`src/sv/sfr_pkg.sv`:
```
// Shared types and constants of the shape fill rasterizer.
// Used by sfr_scan and shape_fill_rasterizer_top; depends on nothing.
`timescale 1ns / 1ps

package sfr_pkg;

  localparam int CoordW = 13;  // cursor and clipped box coordinates
  localparam int CalcW  = 16;  // signed width for box and coverage math
  localparam int AddrW  = 24;
  localparam int ColorW = 32;
  localparam int SqW    = 24;  // square of a clipped delta or of the radius

  typedef logic signed [CalcW-1:0] calc_t;
  typedef logic [CoordW-1:0]       coord_t;

  typedef enum logic {
    KIND_START = 1'b0,
    KIND_STEP  = 1'b1
  } kind_e;

  typedef enum logic [2:0] {
    SHAPE_CLEAR   = 3'd0,
    SHAPE_FILL    = 3'd1,
    SHAPE_OUTLINE = 3'd2,
    SHAPE_CIRCLE  = 3'd3,
    SHAPE_ROUNDED = 3'd4
  } shape_e;

  typedef enum logic [2:0] {
    CFG_FILL_COLOR     = 3'd0,
    CFG_ORIGIN_X       = 3'd1,
    CFG_ORIGIN_Y       = 3'd2,
    CFG_RECT_WIDTH     = 3'd3,
    CFG_RECT_HEIGHT    = 3'd4,
    CFG_RADIUS         = 3'd5,
    CFG_SURFACE_WIDTH  = 3'd6,
    CFG_SURFACE_HEIGHT = 3'd7
  } cfg_idx_e;

  typedef struct packed {
    logic [ColorW-1:0] fill_color;
    logic signed [12:0] origin_x;
    logic signed [12:0] origin_y;
    logic [12:0]       rect_width;
    logic [12:0]       rect_height;
    logic [11:0]       radius;
    logic [12:0]       surface_width;
    logic [12:0]       surface_height;
  } cfg_t;

  typedef struct packed {
    logic       kind;
    logic [2:0] shape_select;
  } sfr_in_t;

  typedef struct packed {
    logic              write_enable;
    logic [AddrW-1:0]  pixel_address;
    logic [ColorW-1:0] pixel_data;
    logic              last_pixel;
  } sfr_out_t;

  // One visited position (or a non-pixel result) leaving the scanner
  typedef struct packed {
    logic       visit;
    logic       last;
    logic [2:0] shape;
    coord_t     x;
    coord_t     y;
  } pix_t;

  function automatic calc_t sx13(logic [12:0] v);
    return {{(CalcW-13){v[12]}}, v};
  endfunction

  function automatic calc_t zx13(logic [12:0] v);
    return {{(CalcW-13){1'b0}}, v};
  endfunction

endpackage

```
`src/sv/shape_fill_rasterizer_top.sv`:
```
// Shape fill rasterizer top: config registers, five-stage pixel pipeline.
// Depends on sfr_pkg and sfr_scan. One request per cycle is sustained while
// the output does not stall; the raster cursor steps once per step request
// and coverage squares sit in a stage of their own.
// Reset empties the pipeline, idles the scanner and restores config defaults.
`timescale 1ns / 1ps

module shape_fill_rasterizer_top #(
  parameter int MAX_SURFACE = 4096
) (
  input  logic              clk_i,
  input  logic              rst_ni,
  input  logic              in_valid_i,
  output logic              in_stall_o,
  input  sfr_pkg::sfr_in_t  in_item_i,
  output logic              out_valid_o,
  input  logic              out_stall_i,
  output sfr_pkg::sfr_out_t out_item_o,
  input  logic              cfg_valid_i,
  output logic              cfg_ready_o,
  input  logic [2:0]        cfg_index_i,
  input  logic [31:0]       cfg_data_i
);

  localparam int NumStg = 5;

  typedef struct packed {
    logic               visit;
    logic               last;
    sfr_pkg::coord_t    x;
    sfr_pkg::coord_t    y;
    logic               rect_hit;
    logic [3:0]         disc_en;
    logic signed [12:0] dxa;
    logic signed [12:0] dxb;
    logic signed [12:0] dya;
    logic signed [12:0] dyb;
  } s2_t;

  typedef struct packed {
    logic                      visit;
    logic                      last;
    sfr_pkg::coord_t           x;
    logic                      rect_hit;
    logic [3:0]                disc_en;
    logic [sfr_pkg::SqW-1:0]   sq_xa;
    logic [sfr_pkg::SqW-1:0]   sq_xb;
    logic [sfr_pkg::SqW-1:0]   sq_ya;
    logic [sfr_pkg::SqW-1:0]   sq_yb;
    logic [sfr_pkg::SqW-1:0]   r2;
    logic [sfr_pkg::AddrW-1:0] row;
  } s3_t;

  sfr_pkg::cfg_t     cfg_q;
  logic [NumStg-1:0] stg_v_q, stg_v_d, rdy, load;
  sfr_pkg::sfr_in_t  item_q;
  sfr_pkg::pix_t     pix;
  s2_t               s2_q, s2_d;
  s3_t               s3_q, s3_d;
  sfr_pkg::sfr_out_t out_q, out_d;

  // ---------------- configuration ----------------
  assign cfg_ready_o = 1'b1;

  always_ff @(posedge clk_i or negedge rst_ni) begin
    if (!rst_ni) begin
      cfg_q.fill_color     <= '0;
      cfg_q.origin_x       <= '0;
      cfg_q.origin_y       <= '0;
      cfg_q.rect_width     <= '0;
      cfg_q.rect_height    <= '0;
      cfg_q.radius         <= '0;
      cfg_q.surface_width  <= 13'd640;
      cfg_q.surface_height <= 13'd480;
    end else if (cfg_valid_i && cfg_ready_o) begin
      unique case (sfr_pkg::cfg_idx_e'(cfg_index_i))
        sfr_pkg::CFG_FILL_COLOR:     cfg_q.fill_color     <= cfg_data_i;
        sfr_pkg::CFG_ORIGIN_X:       cfg_q.origin_x       <= cfg_data_i[12:0];
        sfr_pkg::CFG_ORIGIN_Y:       cfg_q.origin_y       <= cfg_data_i[12:0];
        sfr_pkg::CFG_RECT_WIDTH:     cfg_q.rect_width     <= cfg_data_i[12:0];
        sfr_pkg::CFG_RECT_HEIGHT:    cfg_q.rect_height    <= cfg_data_i[12:0];
        sfr_pkg::CFG_RADIUS:         cfg_q.radius         <= cfg_data_i[11:0];
        sfr_pkg::CFG_SURFACE_WIDTH:  cfg_q.surface_width  <= cfg_data_i[12:0];
        sfr_pkg::CFG_SURFACE_HEIGHT: cfg_q.surface_height <= cfg_data_i[12:0];
        default: ;
      endcase
    end
  end

  // ---------------- pipeline flow control ----------------
  // A stage takes new data when it is empty or its content moves on.
  always_comb begin
    rdy[NumStg-1] = !stg_v_q[NumStg-1] || !out_stall_i;
    for (int k = NumStg-2; k >= 0; k--) begin
      rdy[k] = !stg_v_q[k] || rdy[k+1];
    end
    load[0] = in_valid_i && rdy[0];
    for (int k = 1; k < NumStg; k++) begin
      load[k] = stg_v_q[k-1] && rdy[k];
    end
    for (int k = 0; k < NumStg-1; k++) begin
      stg_v_d[k] = load[k] || (stg_v_q[k] && !rdy[k+1]);
    end
    stg_v_d[NumStg-1] = load[NumStg-1] || (stg_v_q[NumStg-1] && out_stall_i);
  end

  always_ff @(posedge clk_i or negedge rst_ni) begin
    if (!rst_ni) begin
      stg_v_q <= '0;
    end else begin
      stg_v_q <= stg_v_d;
    end
  end

  assign in_stall_o = !rdy[0];

  // ---------------- stage 0: request register ----------------
  always_ff @(posedge clk_i) begin
    if (load[0]) item_q <= in_item_i;
  end

  // ---------------- stage 1: box latch and cursor ----------------
  sfr_scan #(
    .MaxSurface(MAX_SURFACE)
  ) u_scan (
    .clk_i  (clk_i),
    .rst_ni (rst_ni),
    .load_i (load[1]),
    .item_i (item_q),
    .cfg_i  (cfg_q),
    .pix_o  (pix)
  );

  // ---------------- stage 2: span tests and disc deltas ----------------
  always_comb begin
    sfr_pkg::calc_t ox, oy, w, h, r, xs, ys;
    sfr_pkg::calc_t cxa, cxb, cya, cyb, dxa, dxb, dya, dyb;
    logic in_x, in_y, rim_hit, bar_a, bar_b;
    logic rxa, rxb, rya, ryb;

    ox = sfr_pkg::sx13(cfg_q.origin_x);
    oy = sfr_pkg::sx13(cfg_q.origin_y);
    w  = sfr_pkg::zx13(cfg_q.rect_width);
    h  = sfr_pkg::zx13(cfg_q.rect_height);
    r  = sfr_pkg::zx13({1'b0, cfg_q.radius});
    xs = sfr_pkg::zx13(pix.x);
    ys = sfr_pkg::zx13(pix.y);

    in_x    = (xs >= ox) && (xs < ox + w);
    in_y    = (ys >= oy) && (ys < oy + h);
    rim_hit = (xs == ox) || (ys == oy) ||
              (xs == ox + w - sfr_pkg::calc_t'(1)) || (ys == oy + h - sfr_pkg::calc_t'(1));
    bar_a   = in_x && (ys >= oy + r) && (ys < oy + h - r);
    bar_b   = in_y && (xs >= ox + r) && (xs < ox + w - r);

    // a plain circle uses only the first center
    cxa = (pix.shape == sfr_pkg::SHAPE_CIRCLE) ? ox : ox + r;
    cya = (pix.shape == sfr_pkg::SHAPE_CIRCLE) ? oy : oy + r;
    cxb = ox + w - r;
    cyb = oy + h - r;
    dxa = xs - cxa;
    dxb = xs - cxb;
    dya = ys - cya;
    dyb = ys - cyb;
    rxa = (dxa >= -r) && (dxa < r);
    rxb = (dxb >= -r) && (dxb < r);
    rya = (dya >= -r) && (dya < r);
    ryb = (dyb >= -r) && (dyb < r);

    s2_d.visit    = pix.visit;
    s2_d.last     = pix.last;
    s2_d.x        = pix.x;
    s2_d.y        = pix.y;
    s2_d.rect_hit = 1'b0;
    s2_d.disc_en  = '0;
    case (pix.shape)
      sfr_pkg::SHAPE_CLEAR:   s2_d.rect_hit = 1'b1;
      sfr_pkg::SHAPE_FILL:    s2_d.rect_hit = in_x && in_y;
      sfr_pkg::SHAPE_OUTLINE: s2_d.rect_hit = in_x && in_y && rim_hit;
      sfr_pkg::SHAPE_CIRCLE:  s2_d.disc_en  = {3'b000, rxa && rya};
      sfr_pkg::SHAPE_ROUNDED: begin
        s2_d.rect_hit = bar_a || bar_b;
        s2_d.disc_en  = {rxb && ryb, rxa && ryb, rxb && rya, rxa && rya};
      end
      default: ;
    endcase
    // deltas fit 13 bits whenever their disc is enabled
    s2_d.dxa = dxa[12:0];
    s2_d.dxb = dxb[12:0];
    s2_d.dya = dya[12:0];
    s2_d.dyb = dyb[12:0];
  end

  always_ff @(posedge clk_i) begin
    if (load[2]) s2_q <= s2_d;
  end

  // ---------------- stage 3: squares and row base ----------------
  always_comb begin
    logic signed [12:0]      a, b, c, d;
    logic signed [25:0]      pa, pb, pc, pd;
    logic [sfr_pkg::SqW-1:0] rr;
    logic [25:0]             prow;

    a  = s2_q.dxa;
    b  = s2_q.dxb;
    c  = s2_q.dya;
    d  = s2_q.dyb;
    pa = 26'(a) * 26'(a);
    pb = 26'(b) * 26'(b);
    pc = 26'(c) * 26'(c);
    pd = 26'(d) * 26'(d);
    rr = {{(sfr_pkg::SqW-12){1'b0}}, cfg_q.radius};
    prow = 26'(s2_q.y) * 26'(cfg_q.surface_width);

    s3_d.visit    = s2_q.visit;
    s3_d.last     = s2_q.last;
    s3_d.x        = s2_q.x;
    s3_d.rect_hit = s2_q.rect_hit;
    s3_d.disc_en  = s2_q.disc_en;
    s3_d.sq_xa    = pa[sfr_pkg::SqW-1:0];
    s3_d.sq_xb    = pb[sfr_pkg::SqW-1:0];
    s3_d.sq_ya    = pc[sfr_pkg::SqW-1:0];
    s3_d.sq_yb    = pd[sfr_pkg::SqW-1:0];
    s3_d.r2       = rr * rr;
    s3_d.row      = prow[sfr_pkg::AddrW-1:0];
  end

  always_ff @(posedge clk_i) begin
    if (load[3]) s3_q <= s3_d;
  end

  // ---------------- stage 4: coverage decision and result ----------------
  always_comb begin
    logic [sfr_pkg::SqW:0] sum0, sum1, sum2, sum3, lim;
    logic hit, we;

    sum0 = {1'b0, s3_q.sq_xa} + {1'b0, s3_q.sq_ya};
    sum1 = {1'b0, s3_q.sq_xb} + {1'b0, s3_q.sq_ya};
    sum2 = {1'b0, s3_q.sq_xa} + {1'b0, s3_q.sq_yb};
    sum3 = {1'b0, s3_q.sq_xb} + {1'b0, s3_q.sq_yb};
    lim  = {1'b0, s3_q.r2};
    hit  = s3_q.rect_hit ||
           (s3_q.disc_en[0] && (sum0 <= lim)) ||
           (s3_q.disc_en[1] && (sum1 <= lim)) ||
           (s3_q.disc_en[2] && (sum2 <= lim)) ||
           (s3_q.disc_en[3] && (sum3 <= lim));
    we   = s3_q.visit && hit;

    out_d.write_enable  = we;
    out_d.pixel_address = s3_q.visit ? s3_q.row + sfr_pkg::AddrW'(s3_q.x) : '0;
    out_d.pixel_data    = we ? cfg_q.fill_color : '0;
    out_d.last_pixel    = s3_q.last;
  end

  always_ff @(posedge clk_i) begin
    if (load[4]) out_q <= out_d;
  end

  assign out_valid_o = stg_v_q[NumStg-1];
  assign out_item_o  = out_q;

  // ---------------- assertions ----------------
  // back-pressure reaches the input only with every stage occupied
  a_stall_only_full: assert property (@(posedge clk_i) disable iff (!rst_ni)
    in_stall_o |-> ((&stg_v_q) && out_stall_i))
    else $error("input stalled while the pipeline has a free stage");

  // a taken result with nothing behind it leaves the output empty
  a_drain: assert property (@(posedge clk_i) disable iff (!rst_ni)
    (out_valid_o && !out_stall_i && !stg_v_q[NumStg-2]) |=> !out_valid_o)
    else $error("result repeated after it was taken");

endmodule

```
`src/sv/sfr_scan.sv`:
```
// Bounding box latch and raster cursor of the shape fill rasterizer.
// Depends on sfr_pkg.
`timescale 1ns / 1ps

module sfr_scan #(
  parameter int MaxSurface = 4096
) (
  input  logic            clk_i,
  input  logic            rst_ni,
  input  logic            load_i,
  input  sfr_pkg::sfr_in_t item_i,
  input  sfr_pkg::cfg_t   cfg_i,
  output sfr_pkg::pix_t   pix_o
);

  sfr_pkg::coord_t cur_x_q, cur_x_d, cur_y_q, cur_y_d;
  sfr_pkg::coord_t bx0_q, bx0_d, by0_q, by0_d, bx1_q, bx1_d, by1_q, by1_d;
  logic [2:0]      shape_q, shape_d;
  logic            busy_q, busy_d;
  sfr_pkg::pix_t   pix_q, pix_d;

  always_comb begin
    sfr_pkg::calc_t ox, oy, w, h, r, lx, ly;
    sfr_pkg::calc_t x0, y0, x1, y1, ax, bx, ay, by;
    sfr_pkg::calc_t cx0, cy0, cx1, cy1;
    sfr_pkg::coord_t lim_x, lim_y;
    logic [sfr_pkg::CoordW:0] nx;
    logic last;

    ox = sfr_pkg::sx13(cfg_i.origin_x);
    oy = sfr_pkg::sx13(cfg_i.origin_y);
    w  = sfr_pkg::zx13(cfg_i.rect_width);
    h  = sfr_pkg::zx13(cfg_i.rect_height);
    r  = sfr_pkg::zx13({1'b0, cfg_i.radius});
    lim_x = (int'(cfg_i.surface_width) < MaxSurface) ? cfg_i.surface_width
                                                     : sfr_pkg::CoordW'(MaxSurface);
    lim_y = (int'(cfg_i.surface_height) < MaxSurface) ? cfg_i.surface_height
                                                      : sfr_pkg::CoordW'(MaxSurface);
    lx = sfr_pkg::zx13(lim_x);
    ly = sfr_pkg::zx13(lim_y);

    x0 = '0; y0 = '0; x1 = '0; y1 = '0;
    ax = ox + w - (r <<< 1);
    bx = ox + (r <<< 1);
    ay = oy + h - (r <<< 1);
    by = oy + (r <<< 1);
    cx0 = '0; cy0 = '0; cx1 = '0; cy1 = '0;
    nx = '0;
    last = 1'b0;

    cur_x_d = cur_x_q;
    cur_y_d = cur_y_q;
    bx0_d   = bx0_q;
    by0_d   = by0_q;
    bx1_d   = bx1_q;
    by1_d   = by1_q;
    shape_d = shape_q;
    busy_d  = busy_q;
    pix_d   = pix_q;

    if (item_i.kind == sfr_pkg::KIND_START) begin
      case (item_i.shape_select) inside
        sfr_pkg::SHAPE_CLEAR: begin
          x1 = lx;
          y1 = ly;
        end
        sfr_pkg::SHAPE_FILL, sfr_pkg::SHAPE_OUTLINE: begin
          x0 = ox;
          y0 = oy;
          x1 = ox + w;
          y1 = oy + h;
        end
        sfr_pkg::SHAPE_CIRCLE: begin
          x0 = ox - r;
          y0 = oy - r;
          x1 = ox + r;
          y1 = oy + r;
        end
        sfr_pkg::SHAPE_ROUNDED: begin
          x0 = ox;
          y0 = oy;
          x1 = ox + w;
          y1 = oy + h;
          // corner discs may reach past the rectangle when the radius is large
          if (r > 0) begin
            if (ax < x0) x0 = ax;
            if (bx > x1) x1 = bx;
            if (ay < y0) y0 = ay;
            if (by > y1) y1 = by;
          end
        end
        default: ;
      endcase

      cx0 = (x0 < 0) ? '0 : x0;
      cy0 = (y0 < 0) ? '0 : y0;
      cx1 = (x1 < lx) ? x1 : lx;
      cy1 = (y1 < ly) ? y1 : ly;

      busy_d  = (cx0 < cx1) && (cy0 < cy1);
      bx0_d   = cx0[sfr_pkg::CoordW-1:0];
      by0_d   = cy0[sfr_pkg::CoordW-1:0];
      bx1_d   = cx1[sfr_pkg::CoordW-1:0];
      by1_d   = cy1[sfr_pkg::CoordW-1:0];
      cur_x_d = cx0[sfr_pkg::CoordW-1:0];
      cur_y_d = cy0[sfr_pkg::CoordW-1:0];
      shape_d = item_i.shape_select;

      pix_d.visit = 1'b0;
      pix_d.last  = !busy_d;
      pix_d.shape = item_i.shape_select;
      pix_d.x     = '0;
      pix_d.y     = '0;
    end else if (busy_q) begin
      last = (cur_x_q == bx1_q - sfr_pkg::coord_t'(1)) &&
             (cur_y_q == by1_q - sfr_pkg::coord_t'(1));
      nx = {1'b0, cur_x_q} + (sfr_pkg::CoordW+1)'(1);

      pix_d.visit = 1'b1;
      pix_d.last  = last;
      pix_d.shape = shape_q;
      pix_d.x     = cur_x_q;
      pix_d.y     = cur_y_q;

      if (last) begin
        busy_d = 1'b0;
      end else if (nx >= {1'b0, bx1_q}) begin
        cur_x_d = bx0_q;
        cur_y_d = cur_y_q + sfr_pkg::coord_t'(1);
      end else begin
        cur_x_d = nx[sfr_pkg::CoordW-1:0];
      end
    end else begin
      pix_d.visit = 1'b0;
      pix_d.last  = 1'b1;
      pix_d.shape = shape_q;
      pix_d.x     = '0;
      pix_d.y     = '0;
    end
  end

  always_ff @(posedge clk_i or negedge rst_ni) begin
    if (!rst_ni) begin
      cur_x_q <= '0;
      cur_y_q <= '0;
      bx0_q   <= '0;
      by0_q   <= '0;
      bx1_q   <= '0;
      by1_q   <= '0;
      shape_q <= '0;
      busy_q  <= 1'b0;
      pix_q   <= '0;
    end else if (load_i) begin
      cur_x_q <= cur_x_d;
      cur_y_q <= cur_y_d;
      bx0_q   <= bx0_d;
      by0_q   <= by0_d;
      bx1_q   <= bx1_d;
      by1_q   <= by1_d;
      shape_q <= shape_d;
      busy_q  <= busy_d;
      pix_q   <= pix_d;
    end
  end

  assign pix_o = pix_q;

endmodule
```
`config.mk`:
```
export PLATFORM = sky130hd
export DESIGN_NAME = shape_fill_rasterizer_top
export DESIGN_NICKNAME = d
export VERILOG_FILES = /design/src/sv/sfr_pkg.sv /design/src/sv/shape_fill_rasterizer_top.sv /design/src/sv/sfr_scan.sv
export SDC_FILE = /design/constraint.sdc
export NUM_CORES = 2
export LEC_CHECK = 0
export BUFFER_PORTS_ARGS = -buffer_cell sky130_fd_sc_hd__buf_2
export CELL_PAD_IN_SITES_DETAIL_PLACEMENT = 0
export CELL_PAD_IN_SITES_GLOBAL_PLACEMENT = 1
export CORE_ASPECT_RATIO = 1.5
export CORE_UTILIZATION = 56
export DETAILED_ROUTE_END_ITERATION = 10
export GPL_TIMING_DRIVEN = 0
export HOLD_SLACK_MARGIN = 0.1
export PLACE_DENSITY = 0.9
export SETUP_SLACK_MARGIN = 0.05
export SLEW_MARGIN = 25
export SYNTH_ARGS = -nofsm -noshare
export SYNTH_HDL_FRONTEND = slang
export SYNTH_SLANG_ARGS = --single-unit
```
`constraint.sdc`:
```
create_clock -name clk_i -period 20.3 [get_ports clk_i]
set_clock_uncertainty 0.15 [all_clocks]
set_input_delay 4.06 -clock clk_i [delete_from_list [all_inputs] [get_ports clk_i]]
set_output_delay 4.06 -clock clk_i [all_outputs]
set_load 0.1 [all_outputs]
```
==> summary.txt <==
Timing
  – Fin. Hold Viols: 0
  – Worst-Margin Slew: 1.23 ns
  – Final setup TNS: 0 ns
  – Tcrit/Tclk final: 0.700
  – FMAX: 0.0704 GHz
  – Slew Viols, Final: 0
  – Crit path time final: 14.21 ns
  – Final setup viols: 0
  – Slew headroom: 0.174
  – RSZ-0062 raised after global routing: false

Detailed routing
  – DRC Markers: 0
  – DRT antenna net count: 0
  – Pre-Repair DR Iteration Count: 10
  – Routed vias: 61600
  – Final WL: 251000 um
  – DR vias/cell: 6.13
  – DRT iter0 DRCs: 4014
  – Drt wl/cell: 25.0 um

Worst setup path
  – Crit-path slowest cell: a221oi_1
  – WS Path Type: reg -> reg
  – Startpoint types: register
  – Critical path peak fanout: 10
  – Worst EP required: 20.72 ns
  – Crit path capture type: register
  – CP most frequent cell: ha_1
  – Largest stage delay, worst path: 0.80 ns
  – Crit path DAT: 14.63 ns

Clock network
  – Clk Latency, worst-skew pair: 0.72 ns
  – CTS HTree Levels: 2
  – Clock Path Buffers: 3
  – TritonCTS clock tree: done
  – Cts repair resizes: 0
  – CTS Hold Buffers Added: 0
  – CTS clk-pin slew, worst paths: 0.07 ns
  – Num CTS Buffers: 57
  – Root Buffer: clkbuf_16
  – # Post-CTS Setup Buffers: 0
  – Clock tree sinks: 533

Floorplan
  – Die height: 452 um
  – Cell Rows: 164
  – IO Count: 105
  – Starting Density: 0.566
  – Core area: 134000 sq um
  – Die area: 136000 sq um
  – DIE WIDTH: 302 um

Final layout
  – Layout area overhead: 6.96%
  – Nets: 10100
  – FF+latch area: 14900 sq um
  – FILL cells: 11400
  – Final core occ: 0.605
  – Multi-input gate area: 55700 sq um
  – Fraction of layout cells with a size suffix above 1: 0.0549

Synth
  – Post-Syn Area: 75500 sq um
  – Sequential area share after synthesis: 0.197
  – Syn avg cell area: 9.37 sq um
  – FF+latch count, synth: 533
  – EDFF count, synth: 306
  – Async S/R FF share, synth: 0.426
  – Netlist cell types: 103
  – Net Count, Synth: 9947
  – Yosys warns: 0
  – Post-synthesis cell count: 8064
  – Top_reg_cell synth: edfxtp_1

Placement
  – I/O Buffers: 101
  – Routability cong.: 1.04
  – Dpl hpwl: 204000 um

GRT
  – Grt ovf: 0
  – Pin count of the biggest net entering global routing: 88
  – Total GRT Usage: 0.372
  – First-pass GRT wire length: 377000 um
  – Initial antenna violation count: 7
  – Vias in the first global route: 63900

Min path
  – Class of the worst hold path: reg -> reg

Outcome
  – Status: complete, no violations

Flow run
  – Max Cap Viol: 0
-- layout by cell type (no fill, tap or decap), types with 108 or more instances in the layout --
cell      netlist  layout
ha_1         1086    1086
xor2_1        108     108
fa_1          753     753
nand2_1       640     640
mux2_2        126     126
and2_1        238     237
inv_1        1084    1084
nor2b_1       110     109
a21oi_1       403     403
xnor2_1       388     383
dfrtp_1       221     219
a21o_1        179     179
nand3_1       142     142
clkbuf_1      209     212
edfxtp_1      306     306
o21ai_0       357     356
nor3_1        162     158
nor2_1        430     429
-- critical path, delay by kind of cell (launching register included) --
kind	cells	cell delay (ns)
DFF	1	0.53
adders and majority gates	6	2.07
AOI/OAI and AO/OA	21	6.19
muxes	1	0.28
buffers and inverters	4	1.39
and+or+nand+nor	13	2.61
xor gates and xnor gates	1	0.79
-- synthesized netlist by cell type, types with 20 or more instances --
master | n | area, sq um
edfxtp_1 | 306 | 9190
inv_1 | 1084 | 4070
xnor2_1 | 388 | 3400
a211o_1 | 20 | 175
or2_2 | 21 | 131
o21ai_0 | 357 | 1790
mux2i_1 | 30 | 300
dfrtp_1 | 221 | 5530
and2_1 | 238 | 1490
ha_1 | 1086 | 13600
a22o_1 | 28 | 245
xor2_1 | 108 | 946
fa_1 | 753 | 15100
a31oi_1 | 32 | 200
o31ai_1 | 30 | 225
nand3_1 | 142 | 711
a211oi_1 | 48 | 360
clkbuf_1 | 209 | 785
o22ai_1 | 21 | 131
a21oi_1 | 403 | 2020
and3_1 | 55 | 344
nor2b_1 | 110 | 688
o21a_1 | 103 | 773
nor3_1 | 162 | 811
nor2_1 | 430 | 1610
nor4_1 | 29 | 181
nand4_1 | 62 | 388
a21boi_0 | 34 | 255
a21o_1 | 179 | 1340
mux2_2 | 126 | 1420
nand2_1 | 640 | 2400
or3_1 | 38 | 238
o21bai_1 | 72 | 541
o211ai_1 | 53 | 398
nand2b_1 | 101 | 632
-- worst paths after layout --
check / from / endpoint / slack, ns / depth (start not counted)
min: s2_q[72] / s3_q[151] / 0.27 / 0
min in group asynchronous: rst_ni / cfg_q[11] / 3.15 / 1
max in group asynchronous: rst_ni / cfg_q[20] / 15.49 / 3
min reg2reg: s2_q[72] / s3_q[151] / 0.27 / 0
max: cfg_q[77] / u_scan.pix_o[29] / 6.09 / 46
max reg2reg: cfg_q[77] / u_scan.pix_o[29] / 6.09 / 46
-- routing by layer --
metal / GRT usage / share of wire
met2: 0.641 / 0.49
met5: 0 / 0.000056
met3: 0.0583 / 0.058
met1: 0.389 / 0.35
met4: 0.336 / 0.11
-- layout make-up --
cell class | count | share of cell area
repair buffers | 123 | 0.0127
plain buffers | 232 | 0.0116
inverters | 1096 | 0.0509
flip-flops and latches | 533 | 0.184
well taps | 1743 | 0.0270
clock buffers | 70 | 0.0188
diodes | 7 | 0.000217
clock inverters | 36 | 0.00477
multi-input cells | 6203 | 0.690
-- logic make-up (layout without fill, tap and decap cells) --
family                     count (synthesis)  count (layout)  share of synthesized area
DFF                                      533             533                      0.197
xor gates and xnor gates                 501             501                     0.0590
adders and majority gates               1843            1843                      0.380
AOI/OAI and AO/OA                       1607            1607                      0.139
other                                      1               8                  0.0000496
and+or+nand+nor                         2093            2093                      0.135
muxes                                    158             158                     0.0233
buffers and inverters                   1328            1557                     0.0667
-- stage by stage --
step | area (sq um) | instances | setup slack [ns] | hold slack [ns]
6_report | 80800 | 10000 | 6.09 | 0.273
4_1_cts | 80700 | 10000 | 6.89 | 0.272
5_1_grt | 80800 | 10000 | 5.68 | 0.277
2_1_floorplan | 75500 | 8064 | 8.19 | 0.250
3_3_place_gp | 78200 | 9908 | 4.90 | 0.252
3_5_place_dp | 78800 | 9930 | 6.95 | 0.255
-- sequential cells by signal, summed over array words and instances (netlist names) --
name,flops
out_item_o,58
stg_v_q,5
u_scan.by1_q,13
cfg_q,122
out_d,1
u_scan.bx0_q,13
u_scan.busy_q,1
u_scan.pix_o,31
item_q,4
u_scan.cur_y_q,13
s2_q,85
u_scan.bx1_q,13
s3_q,158
u_scan.shape_q,3
u_scan.cur_x_q,13
Power is not shown: default switching activity piles up to over one toggle a cycle in this logic, so the estimate is an artifact.
